[src/rtl/integer_set_table_top_defines.svh]
// ----------------------------------------------------------------------------
// Assertion macros for the integer set table
// Shared concurrent assertion forms, clocked on clk_i, off during reset.
// ----------------------------------------------------------------------------
`ifndef INTEGER_SET_TABLE_TOP_DEFINES_SVH
`define INTEGER_SET_TABLE_TOP_DEFINES_SVH

// plain property, checked every cycle out of reset
`define IST_ASSERT(label, prop, msg) \
  label: assert property (@(posedge clk_i) disable iff (!rst_ni) (prop)) else $error(msg);

// same-cycle implication
`define IST_ASSERT_IMP(label, ante, cons, msg) \
  label: assert property (@(posedge clk_i) disable iff (!rst_ni) (ante) |-> (cons)) \
    else $error(msg);

`endif

[src/rtl/ist_pkg.sv]
// ----------------------------------------------------------------------------
// ist_pkg
// Types and constants shared by the integer set table modules.
// ----------------------------------------------------------------------------
`default_nettype none

package ist_pkg;

  localparam int ENTRIES     = 64;
  localparam int KEY_W       = 32;
  localparam int OPC_W       = 2;
  localparam int COUNT_OUT_W = 7;
  localparam int CNT_W       = $clog2(ENTRIES + 1);

  localparam int QUEUE_DEPTH = 2;
  localparam int QPTR_W      = (QUEUE_DEPTH > 1) ? $clog2(QUEUE_DEPTH) : 1;
  localparam int QCNT_W      = $clog2(QUEUE_DEPTH + 1);

  localparam logic [OPC_W-1:0] OPC_INSERT = 2'd0;
  localparam logic [OPC_W-1:0] OPC_REMOVE = 2'd1;
  localparam logic [OPC_W-1:0] OPC_QUERY  = 2'd2;

  typedef enum logic [1:0] {
    KIND_INSERT,
    KIND_REMOVE,
    KIND_QUERY
  } kind_e;

  typedef enum logic {
    BK_IDLE,
    BK_UPD
  } back_state_e;

  typedef struct packed {
    kind_e             kind;
    logic [KEY_W-1:0]  key;
  } item_t;

  typedef struct packed {
    logic                    was_present;
    logic [COUNT_OUT_W-1:0]  member_count;
    logic                    status;
  } result_t;

endpackage

`default_nettype wire

[src/rtl/integer_set_table_top.sv]
// ----------------------------------------------------------------------------
// integer_set_table_top
// Bounded set of 32-bit keys with insert, remove and membership query.
// ----------------------------------------------------------------------------
// Usage:
//   Drive opcode_i and key_i with start_i; the item is taken at a clock edge
//   where start_i is high and busy_o is low. Opcode 0 inserts, 1 removes,
//   2 queries; 3 behaves as a query.
//   Each item gives one result, shown for a single cycle with valid_o high:
//   was_present_o (key held before the item), member_count_o (keys held
//   after it) and status_o (1 when an insert found the table full).
//   The back end holds one item at a time: its BK_IDLE state pops the queue
//   head and registers the parallel key compare, its BK_UPD state updates the
//   store. A 2-entry queue lets the front take items while the back end is
//   busy; busy_o rises when that queue is full.
//   Results cannot be held off; they must be taken the cycle they appear.
//   Reset clears all valid bits, the count and the queue at once; the block
//   takes items in the first cycle after reset.
// ----------------------------------------------------------------------------
`default_nettype none

module integer_set_table_top (
  input  logic                              clk_i,
  input  logic                              rst_ni,
  input  logic                              start_i,
  output logic                              busy_o,
  input  logic [ist_pkg::OPC_W-1:0]         opcode_i,
  input  logic signed [ist_pkg::KEY_W-1:0]  key_i,
  output logic                              valid_o,
  output logic                              was_present_o,
  output logic [ist_pkg::COUNT_OUT_W-1:0]   member_count_o,
  output logic                              status_o
);

  logic              head_valid;
  ist_pkg::item_t    head;
  logic              pop;
  ist_pkg::result_t  result;

  ist_front u_front (
    .clk_i        (clk_i),
    .rst_ni       (rst_ni),
    .start_i      (start_i),
    .busy_o       (busy_o),
    .opcode_i     (opcode_i),
    .key_i        ($unsigned(key_i)),
    .head_valid_o (head_valid),
    .head_o       (head),
    .pop_i        (pop)
  );

  ist_back u_back (
    .clk_i        (clk_i),
    .rst_ni       (rst_ni),
    .head_valid_i (head_valid),
    .head_i       (head),
    .pop_o        (pop),
    .valid_o      (valid_o),
    .result_o     (result)
  );

  assign was_present_o  = result.was_present;
  assign member_count_o = result.member_count;
  assign status_o       = result.status;

endmodule

`default_nettype wire

[src/rtl/ist_front.sv]
// ----------------------------------------------------------------------------
// ist_front
// Accepts items, classifies the opcode and holds them in a short queue.
// ----------------------------------------------------------------------------
`default_nettype none

module ist_front (
  input  logic                         clk_i,
  input  logic                         rst_ni,
  input  logic                         start_i,
  output logic                         busy_o,
  input  logic [ist_pkg::OPC_W-1:0]    opcode_i,
  input  logic [ist_pkg::KEY_W-1:0]    key_i,
  output logic                         head_valid_o,
  output ist_pkg::item_t               head_o,
  input  logic                         pop_i
);

  ist_pkg::item_t                  queue_q [ist_pkg::QUEUE_DEPTH];
  logic [ist_pkg::QPTR_W-1:0]      wr_ptr_q, wr_ptr_d;
  logic [ist_pkg::QPTR_W-1:0]      rd_ptr_q, rd_ptr_d;
  logic [ist_pkg::QCNT_W-1:0]      cnt_q, cnt_d;
  logic                            push;
  logic                            pop;
  ist_pkg::item_t                  new_item;

  assign busy_o       = (cnt_q == ist_pkg::QCNT_W'(ist_pkg::QUEUE_DEPTH));
  assign head_valid_o = (cnt_q != '0);
  assign head_o       = queue_q[rd_ptr_q];
  assign push         = start_i && !busy_o;
  assign pop          = pop_i && head_valid_o;

  always_comb begin
    new_item.key = key_i;
    unique case (opcode_i)
      ist_pkg::OPC_INSERT: begin
        new_item.kind = ist_pkg::KIND_INSERT;
      end
      ist_pkg::OPC_REMOVE: begin
        new_item.kind = ist_pkg::KIND_REMOVE;
      end
      default: begin
        // query and the unused code both only look up
        new_item.kind = ist_pkg::KIND_QUERY;
      end
    endcase
  end

  always_comb begin
    wr_ptr_d = wr_ptr_q;
    rd_ptr_d = rd_ptr_q;
    cnt_d    = cnt_q;
    if (push) begin
      wr_ptr_d = (wr_ptr_q == ist_pkg::QPTR_W'(ist_pkg::QUEUE_DEPTH - 1)) ? '0
               : wr_ptr_q + ist_pkg::QPTR_W'(1);
    end
    if (pop) begin
      rd_ptr_d = (rd_ptr_q == ist_pkg::QPTR_W'(ist_pkg::QUEUE_DEPTH - 1)) ? '0
               : rd_ptr_q + ist_pkg::QPTR_W'(1);
    end
    if (push && !pop) begin
      cnt_d = cnt_q + ist_pkg::QCNT_W'(1);
    end else if (pop && !push) begin
      cnt_d = cnt_q - ist_pkg::QCNT_W'(1);
    end
  end

  always_ff @(posedge clk_i or negedge rst_ni) begin
    if (!rst_ni) begin
      wr_ptr_q <= '0;
      rd_ptr_q <= '0;
      cnt_q    <= '0;
    end else begin
      wr_ptr_q <= wr_ptr_d;
      rd_ptr_q <= rd_ptr_d;
      cnt_q    <= cnt_d;
    end
  end

  always_ff @(posedge clk_i) begin
    if (push) begin
      queue_q[wr_ptr_q] <= new_item;
    end
  end

endmodule

`default_nettype wire

[src/rtl/ist_back.sv]
// ----------------------------------------------------------------------------
// ist_back
// Key store with valid bits: parallel compare, then update and result.
// ----------------------------------------------------------------------------
`default_nettype none

`include "integer_set_table_top_defines.svh"

module ist_back (
  input  logic                 clk_i,
  input  logic                 rst_ni,
  input  logic                 head_valid_i,
  input  ist_pkg::item_t       head_i,
  output logic                 pop_o,
  output logic                 valid_o,
  output ist_pkg::result_t     result_o
);

  ist_pkg::back_state_e              state_q, state_d;
  logic [ist_pkg::KEY_W-1:0]         key_store_q [ist_pkg::ENTRIES];
  logic [ist_pkg::ENTRIES-1:0]       valid_q, valid_d;
  logic [ist_pkg::CNT_W-1:0]         count_q, count_d;
  logic [ist_pkg::ENTRIES-1:0]       eq_q, eq_d;
  ist_pkg::item_t                    cur_q;
  logic                              done_q, done_d;
  ist_pkg::result_t                  res_q, res_d;

  logic [ist_pkg::ENTRIES-1:0]       hit_v;
  logic [ist_pkg::ENTRIES-1:0]       free_v;
  logic [ist_pkg::ENTRIES-1:0]       pick_v;
  logic [ist_pkg::ENTRIES-1:0]       wr_v;
  logic                              present;
  logic                              full;

  assign valid_o  = done_q;
  assign result_o = res_q;

  // key equality against every slot, taken from the queue head
  always_comb begin
    for (int i = 0; i < ist_pkg::ENTRIES; i++) begin
      eq_d[i] = (key_store_q[i] == head_i.key);
    end
  end

  assign hit_v   = eq_q & valid_q;
  assign present = |hit_v;
  assign full    = &valid_q;
  assign free_v  = ~valid_q;
  assign pick_v  = free_v & (~free_v + ist_pkg::ENTRIES'(1));

  always_comb begin
    state_d = state_q;
    pop_o   = 1'b0;
    valid_d = valid_q;
    count_d = count_q;
    wr_v    = '0;
    done_d  = 1'b0;
    res_d   = res_q;
    unique case (state_q)
      ist_pkg::BK_IDLE: begin
        if (head_valid_i) begin
          pop_o   = 1'b1;
          state_d = ist_pkg::BK_UPD;
        end
      end
      ist_pkg::BK_UPD: begin
        state_d           = ist_pkg::BK_IDLE;
        done_d            = 1'b1;
        res_d.was_present = present;
        res_d.status      = 1'b0;
        if (cur_q.kind == ist_pkg::KIND_INSERT && !present) begin
          if (full) begin
            res_d.status = 1'b1;
          end else begin
            wr_v    = pick_v;
            valid_d = valid_q | pick_v;
            count_d = count_q + ist_pkg::CNT_W'(1);
          end
        end else if (cur_q.kind == ist_pkg::KIND_REMOVE && present) begin
          valid_d = valid_q & ~hit_v;
          count_d = count_q - ist_pkg::CNT_W'(1);
        end
        res_d.member_count = ist_pkg::COUNT_OUT_W'(count_d);
      end
      default: begin
        state_d = ist_pkg::BK_IDLE;
      end
    endcase
  end

  always_ff @(posedge clk_i or negedge rst_ni) begin
    if (!rst_ni) begin
      state_q <= ist_pkg::BK_IDLE;
      valid_q <= '0;
      count_q <= '0;
      done_q  <= 1'b0;
    end else begin
      state_q <= state_d;
      valid_q <= valid_d;
      count_q <= count_d;
      done_q  <= done_d;
    end
  end

  always_ff @(posedge clk_i) begin
    res_q <= res_d;
    if (pop_o) begin
      cur_q <= head_i;
      eq_q  <= eq_d;
    end
    for (int i = 0; i < ist_pkg::ENTRIES; i++) begin
      if (wr_v[i]) begin
        key_store_q[i] <= cur_q.key;
      end
    end
  end

  `IST_ASSERT(a_count_tracks_valid, $countones(valid_q) == count_q, "count out of step with valid bits")
  `IST_ASSERT_IMP(a_single_hit, state_q == ist_pkg::BK_UPD, $onehot0(hit_v), "key held in two slots")
  `IST_ASSERT_IMP(a_done_after_upd, done_q, $past(state_q == ist_pkg::BK_UPD), "result without update")
  `IST_ASSERT_IMP(a_full_not_present, done_q && res_q.status, !res_q.was_present, "full flag on hit")

endmodule

`default_nettype wire

[config.mk]
export PLATFORM = sky130hd
export DESIGN_NAME = integer_set_table_top
export DESIGN_NICKNAME = d
export VERILOG_FILES = /design/src/rtl/ist_pkg.sv /design/src/rtl/integer_set_table_top.sv /design/src/rtl/ist_front.sv /design/src/rtl/ist_back.sv
export VERILOG_INCLUDE_DIRS = /design/src /design/src/rtl
export SDC_FILE = /design/constraint.sdc
export NUM_CORES = 2
export LEC_CHECK = 0
export BUFFER_PORTS_ARGS = -buffer_cell sky130_fd_sc_hd__buf_2
export CORE_ASPECT_RATIO = 1.25
export CORE_UTILIZATION = 63
export DETAILED_ROUTE_END_ITERATION = 7
export GPL_TIMING_DRIVEN = 0
export PLACE_DENSITY = 0.77
export SYNTH_ARGS = -nofsm -noshare
export SYNTH_HDL_FRONTEND = slang
export SYNTH_SLANG_ARGS = --single-unit
[constraint.sdc]
create_clock -name clk_i -period 8 [get_ports clk_i]
set_input_delay 0.4 -clock clk_i [delete_from_list [all_inputs] [get_ports clk_i]]
set_output_delay 0.4 -clock clk_i [all_outputs]
set_load 0.005 [all_outputs]
== Yosys cells after proc, flatten, opt, wreduce, memory -nomap -nowiden ==
Memories as Yosys holds them, arrays and structs flattened.
Index checks and enable logic that the tools add are counted.

* Memories kept: 2
* Memory bits (writable): 2116
* Bits of input ports: 37
* Flip-flop bits (word level): 184
* Output and inout port bits: 11
* Logic and storage cells: 517

{| class="wikitable"
|+ Memories
! memory !! words !! bits a word !! rd ports !! clocked after Yosys merged registers in !! wr ports !! line !! text
|-
| u_back.key_store_q || 64 || 32 || 64 || 0 || 1 || ist_back.sv:20 || <nowiki>logic [ist_pkg::KEY_W-1:0] key_store_q [ist_pkg::ENTRIES];</nowiki>
|-
| u_front.queue_q || 2 || 34 || 1 || 0 || 1 || ist_front.sv:19 || <nowiki>ist_pkg::item_t queue_q [ist_pkg::QUEUE_DEPTH];</nowiki>
|}

* Reductions and logical operators: 81
* Add/subtract/negate cells: 7
* Muxes and demuxes: 338
* Bitwise gates (word level): 8
* Equal/unequal tests: 68

{| class="wikitable"
|+ Operator list
! kind !! count
|-
| $eq 32x32->1 || 64
|-
| $mux 32 || 63
|-
| $reduce_or 32->1 || 63
|-
| $mux 64 || 6
|-
| $mux 6 || 63
|-
| $mux 1 || 199
|-
| $and 64x64->64 || 3
|-
| $not 64->64 || 3
|-
| $add 64x1->64 const B || 1
|-
| $or 64x64->64 || 1
|-
| $reduce_and 64->1 || 1
|-
| $reduce_or 64->1 || 1
|-
| $mux 7 || 3
|-
| $add 7x1->7 const B || 1
|-
| $sub 7x1->7 const B || 1
|-
| $logic_and 1x1->1 || 6
|-
| $reduce_bool 2->1 || 3
|-
| $eq 2x1->1 const B || 2
|-
| $logic_not 1->1 || 4
|-
| $logic_not 2->1 || 2
|-
| $mux 2 || 2
|-
| $pmux 2 s2 || 1
|-
| $reduce_and 3->1 || 1
|-
| $add 1x1->1 const B || 2
|-
| 6 further kinds || 6
|}

== Logic depth before layout (Yosys ltp) ==
* Depth after elaboration: 73
* Gate-level depth with buffers: 12
* Depth with buffers taken out: 8

== By module ==
From an unflattened synthesis, not the netlist that was laid out.

* Cells, all modules: 5831
* Area, all modules: 95143.8 um^2

{| class="wikitable"
|+ Modules (own cells, without submodules)
! module !! area each (um^2) !! cells each !! times used !! sequential area each (um^2)
|-
| ist_back || 92328.6 || 5704 || 1 || 66538.8
|-
| ist_front || 2815.2 || 127 || 1 || 2142.1
|}

== Worst setup path before layout ==
Ideal clock, no wire load.

* Kind: register to register
* From: register u_back.valid_q[8] (netlist bit)
* To: memory u_back.key_store_q[1][0] (netlist bit) (enable)
* Cell stages (with the launch flop): 11
* Library setup time: 513 ps
* Slack: 2030 ps
* Data arrival time: 5458 ps
* Cell sequence: dfrtp_1 > buf_2 > a22o_1 > a221oi_1 > and4_1 > and4_1 > buf_4 > inv_2 > nor3_2 > nand4_1 > nor4b_1

{| class="wikitable"
|+ RTL lines
! item !! line !! text
|-
| from (decl) || ist_back.sv:21 || <nowiki>logic [ist_pkg::ENTRIES-1:0] valid_q, valid_d;</nowiki>
|-
| from (signal assigned) || ist_back.sv:99 || <nowiki>valid_q <= valid_d;</nowiki>
|-
| $not 64->64 || ist_back.sv:48 || <nowiki>assign free_v = ~valid_q;</nowiki>
|-
| $not 64->64 || ist_back.sv:49 || <nowiki>assign pick_v = free_v & (~free_v + ist_pkg::ENTRIES'(1));</nowiki>
|-
| $add 64x1->64 || ist_back.sv:49 ||
|-
| $and 64x64->64 || ist_back.sv:49 ||
|-
| $mux 64 || ist_back.sv:72 || <nowiki>if (full) begin</nowiki>
|-
| $mux 64 * || ist_back.sv:71 || <nowiki>if (cur_q.kind == ist_pkg::KIND_INSERT && !present) begin</nowiki>
|-
| $mux 64 * || ist_back.sv:59 || <nowiki>unique case (state_q)</nowiki>
|-
| net u_back.wr_v, one bit || ist_back.sv:31 || <nowiki>logic [ist_pkg::ENTRIES-1:0] wr_v;</nowiki>
|-
| $mux 1 * || ist_back.sv:112 || <nowiki>if (wr_v[i]) begin</nowiki>
|-
| $mux 1 (implied by the code) * || ist_back.sv:113 || <nowiki>key_store_q[i] <= cur_q.key;</nowiki>
|-
| $reduce_or 32->1 (no line) || n/a ||
|-
| $mux 6 (no line) / $mux 1 (equally long branches) (32 in series) || n/a ||
|-
| to (decl) || ist_back.sv:20 ||
|}

Mark *: on every way through the listed nets, which the timed path passes. The rest lies on a longest branch.

== Final worst setup path ==
* From: register u_back.valid_q[40] (netlist bit)
* To: memory u_back.key_store_q[1][282] (netlist bit) (enable)

{| class="wikitable"
|+ RTL lines
! item !! line
|-
| $not 64->64 || ist_back.sv:48
|-
| $not 64->64 || ist_back.sv:49
|-
| $add 64x1->64 || ist_back.sv:49
|-
| $and 64x64->64 || ist_back.sv:49
|-
| $mux 64 || ist_back.sv:72
|-
| $mux 64 * || ist_back.sv:71
|-
| $mux 64 * || ist_back.sv:59
|-
| net u_back.wr_v, one bit || ist_back.sv:31
|-
| $mux 1 * || ist_back.sv:112
|-
| $mux 1 (implied by the code) * || ist_back.sv:113
|-
| $reduce_or 32->1 (no line) || n/a
|-
| $mux 6 (no line) / $mux 1 (equally long branches) (24 in series) || n/a
|}

Marked as above.

==> results.sh <==
export IMPL_start_util_pct=63.4
export IMPL_finalCritPeriodShare_pct=82.1
export IMPL_nNetsFinal=6538
export IMPL_num_io_pins=48
export IMPL_ir_drop_v=0.000312
export IMPL_avgSynthCellArea_um2=16.3
export IMPL_dp_slack_ns=1.86
export IMPL_rsz0062_at_grt="false"
export IMPL_io_buffers=47
export IMPL_maxCapViolations=6
export IMPL_violations="design-rule violations, negative hold slack, max-capacitance violations, max-slew violations"
export IMPL_synth_edf_count=2223
export IMPL_status="finished with violations"
export IMPL_syn_inst=5849
export IMPL_postCtsResizedCells=0
export IMPL_crit_path_start_kind="flop"
export IMPL_r2r_end="u_back.key_store_q[1][282]$_DFFE_PP_"
export IMPL_area_growth_pct=18.8
export IMPL_finClkSkew_ns=0.0673
export IMPL_reg2reg_depth=13
export IMPL_die_x_um=350
export IMPL_grt_pass1_wl_mm=545
export IMPL_holdWs_ns=-0.000457
export IMPL_async_flop_share_pct=3.35
export IMPL_cts_sinks=2300
export IMPL_dieArea_um2=153000
export IMPL_postLayoutCoreUtil_pct=75.3
export IMPL_tightest_slew_ns=1.60
export IMPL_internal_power_w=0.0273
export IMPL_setup_viol=0
export IMPL_min_period_ns=6.57
export IMPL_final_layout_size_suffix_gt1_share_pct=15.2
export IMPL_cts_path_max_buffers=3
export IMPL_numPlacedInstances=8262
export IMPL_antenna_found_initial=44
export IMPL_grt_overflow_total=0
export IMPL_cts_buffers=210
export IMPL_drt_wl_total_mm=427
export IMPL_ff2ff_setup_slack_ns=1.43
export IMPL_routabilityCongestion=1.02
export IMPL_ys_flop_type="edfxtp_1"
export IMPL_clkTransAtPathRegs_ns=0.07
export IMPL_final_max_slew_violation_count=66
export IMPL_synth_nets=5889
export IMPL_ys_types=53
export IMPL_power_per_cell_area_nw_per_um2=424
export IMPL_path_max_fanout=10
export IMPL_worst_ep_required_time_ns=8.67
export IMPL_cts_tree="done"
export IMPL_vias_per_cell=7.34
export IMPL_endpoint="u_back.key_store_q[1][282]$_DFFE_PP_"
export IMPL_ys_ff_latch=2300
export IMPL_design_core_area_um2=150000
export IMPL_grt_pass1_vias=58100
export IMPL_max_freq_mhz=152
export IMPL_ys_seq_area_share_pct=72.1
export IMPL_clk_latency_ns=0.98
export IMPL_ant_nets=0
export IMPL_finalWorstSetupSlack_ns=1.43
export IMPL_p_total_w=0.0480
export IMPL_fp_dieH_um=437
export IMPL_pwr_share_seq_pct=34.6
export IMPL_place_hpwl_mm=284
export IMPL_cts_root_buf="clkbuf_16"
export IMPL_drt_initial_drc_count=15400
export IMPL_crit_start="u_back.valid_q[40]$_DFFE_PN0P_"
export IMPL_finalHoldViolations=1
export IMPL_num_vias=64100
export IMPL_p_comb_share_pct=43.7
export IMPL_netSwitchingFraction_pct=43.0
export IMPL_firstDrtPassIters=8
export IMPL_power_frac_clock_pct=21.7
export IMPL_post_cts_buffers=0
export IMPL_fp_row_count=159
export IMPL_syn_area_um2=95200
export IMPL_grt_start_max_net_pins=75
export IMPL_r2r_start="u_back.valid_q[40]$_DFFE_PN0P_"
export IMPL_crit_path_end_kind="flop"
export IMPL_arrival_ns=7.24
export IMPL_groute_usage_overall_pct=56.3
export IMPL_p_leak_nw=34.9
export IMPL_slew_headroom_pct=-6.42
export IMPL_wl_per_cell_um=48.8
export IMPL_layout_cells_non_filler=8739
export IMPL_synth_warnings=0
export IMPL_path_class="flop to flop"
export IMPL_switchingPower_w=0.0207
export IMPL_drc=3
export IMPL_hold_path_class="input port to asynchronous set/reset pin"
export IMPL_htree_levels=4
kinds of logic (layout without fill, tap and decap cells):
| group | after synthesis | after routing | share of synthesized area (%) |
|---|---|---|---|
| simple gates | 1035 | 1035 | 6.25 |
| fa+ha+maj | 3 | 3 | 0.0394 |
| xor+xnor | 2065 | 2065 | 19.0 |
| mux | 34 | 34 | 0.360 |
| flops | 2300 | 2300 | 72.1 |
| compound gates | 104 | 104 | 0.861 |
| buf+inv | 308 | 1140 | 1.36 |
| other cells | 0 | 46 | 0 |
cell usage after synthesis, types with 8 or more instances:
cell type	instances	share of area, %
edfxtp_1	2223	70
a2bb2oi_1	8	0.074
buf_1	129	0.51
clkbuf_1	23	0.091
buf_2	102	0.54
mux2i_1	32	0.34
nand3_1	47	0.25
dfrtp_1	77	2.0
nand4_1	150	0.99
a22oi_1	25	0.20
o2bb2ai_1	16	0.15
inv_1	51	0.20
nand2_1	107	0.42
nor4_1	528	3.5
and3_1	9	0.059
nor3_1	37	0.19
xnor2_1	2063	19
a221oi_1	8	0.074
a22o_1	14	0.13
nor2_1	110	0.43
final cells by class:
class | instances | area (um^2)
well taps | 2012 | 2520
fillers | 8548 | 37100
clock buffers | 245 | 5410
plain buffers | 256 | 1250
multi-input cells | 3241 | 25700
clock inverters | 150 | 1560
flip-flops and latches | 2300 | 68700
inverters | 52 | 203
repair buffers | 437 | 7710
diodes | 46 | 115
critical path, cell delays in order, from the launching register on:
cell and delay [ns]:
dfrtp_1 0.49, a22o_1 0.27, a221oi_1 0.73, and4_1 0.30, and4_1 0.23, buf_4 0.22
inv_2 0.14, nor3_2 1.15, nand2_1 0.80, nor4_2 1.13, buf_8 0.26, buf_6 0.17
buf_6 0.16, buf_4 0.17
power groups by stage:
stage	clock network, W	logic [W]	registers (W)
floorplan	0	0.00648	0.0167
global placement	0	0.0127	0.0202
detailed placement	0	0.0191	0.0167
CTS	0.0102	0.0192	0.0164
global route	0.0107	0.0199	0.0165
finish	0.0104	0.0210	0.0166
how the worst min path moves through the flow:
stage | end | slack, ns | from
finish | u_back.valid_q[46]$_DFFE_PN0P_ | -0.0005 | rst_ni
global route | u_back.valid_q[46]$_DFFE_PN0P_ | 0.03 | rst_ni
CTS | u_back.valid_q[46]$_DFFE_PN0P_ | 0.009 | rst_ni
detailed placement | u_front.cnt_q[0]$_DFFE_PN0P_ | 0.37 | rst_ni
global placement | u_back.valid_q[43]$_DFFE_PN0P_ | 0.44 | u_back.eq_q[43]$_DFFE_PP_
floorplan | u_back.count_q[0]$_DFFE_PN0P_ | 0.10 | rst_ni
stage by stage:
step	cell area [um^2]	setup TNS, ns
after global routing	113000	0
after CTS	113000	0
after floorplan	95200	0
final	113000	0
after detailed placement	106000	0
after global placement	98000	-704.48
layer usage:
layer  wire [um]  up-vias  track usage, %
met5         524        -            1.69
met4       51200       26            51.3
met3       81700     2180            29.1
met2      170000     7800            75.3
met1      124000    31200            65.1
li1            -    22900               -
state kept, by name, summed over array words and instances (netlist names):
signal,flops
u_back.cur_q,34
u_back.eq_q,64
u_back.result_o,9
u_front.cnt_q,2
u_back.key_store_q,2048
u_back.state_q,1
u_front.rd_ptr_q,1
u_back.count_q,7
u_front.queue_q,68
u_front.wr_ptr_q,1
u_back.valid_q,64
u_back.valid_o,1
timing repair:
action,CTS,global route
setup endpoints to repair,0,0
endpoints found under the hold margin,146,0
hold buffers,36,0
layout by cell type, fill, tap and decap left out, types with 23 or more instances in the layout:
master	netlist	final
buf_16	0	163
nor4_1	528	520
nand3_1	47	47
nor3_2	2	23
clkbuf_16	0	211
clkinv_1	0	56
dlygate4sd3_1	0	36
nor2_4	0	24
nand2_1	107	107
buf_6	1	63
bufinv_16	0	25
clkinv_2	0	46
diode_2	0	46
clkbuf_1	23	52
edfxtp_1	2223	2223
nor2_1	110	86
dfrtp_1	77	77
nand4_1	150	150
a22oi_1	25	25
mux2i_1	32	32
buf_2	102	267
buf_12	0	59
buf_4	1	42
buf_8	0	30
inv_1	51	50
xnor2_1	2063	2063
Power figures use the tool's default switching activity.
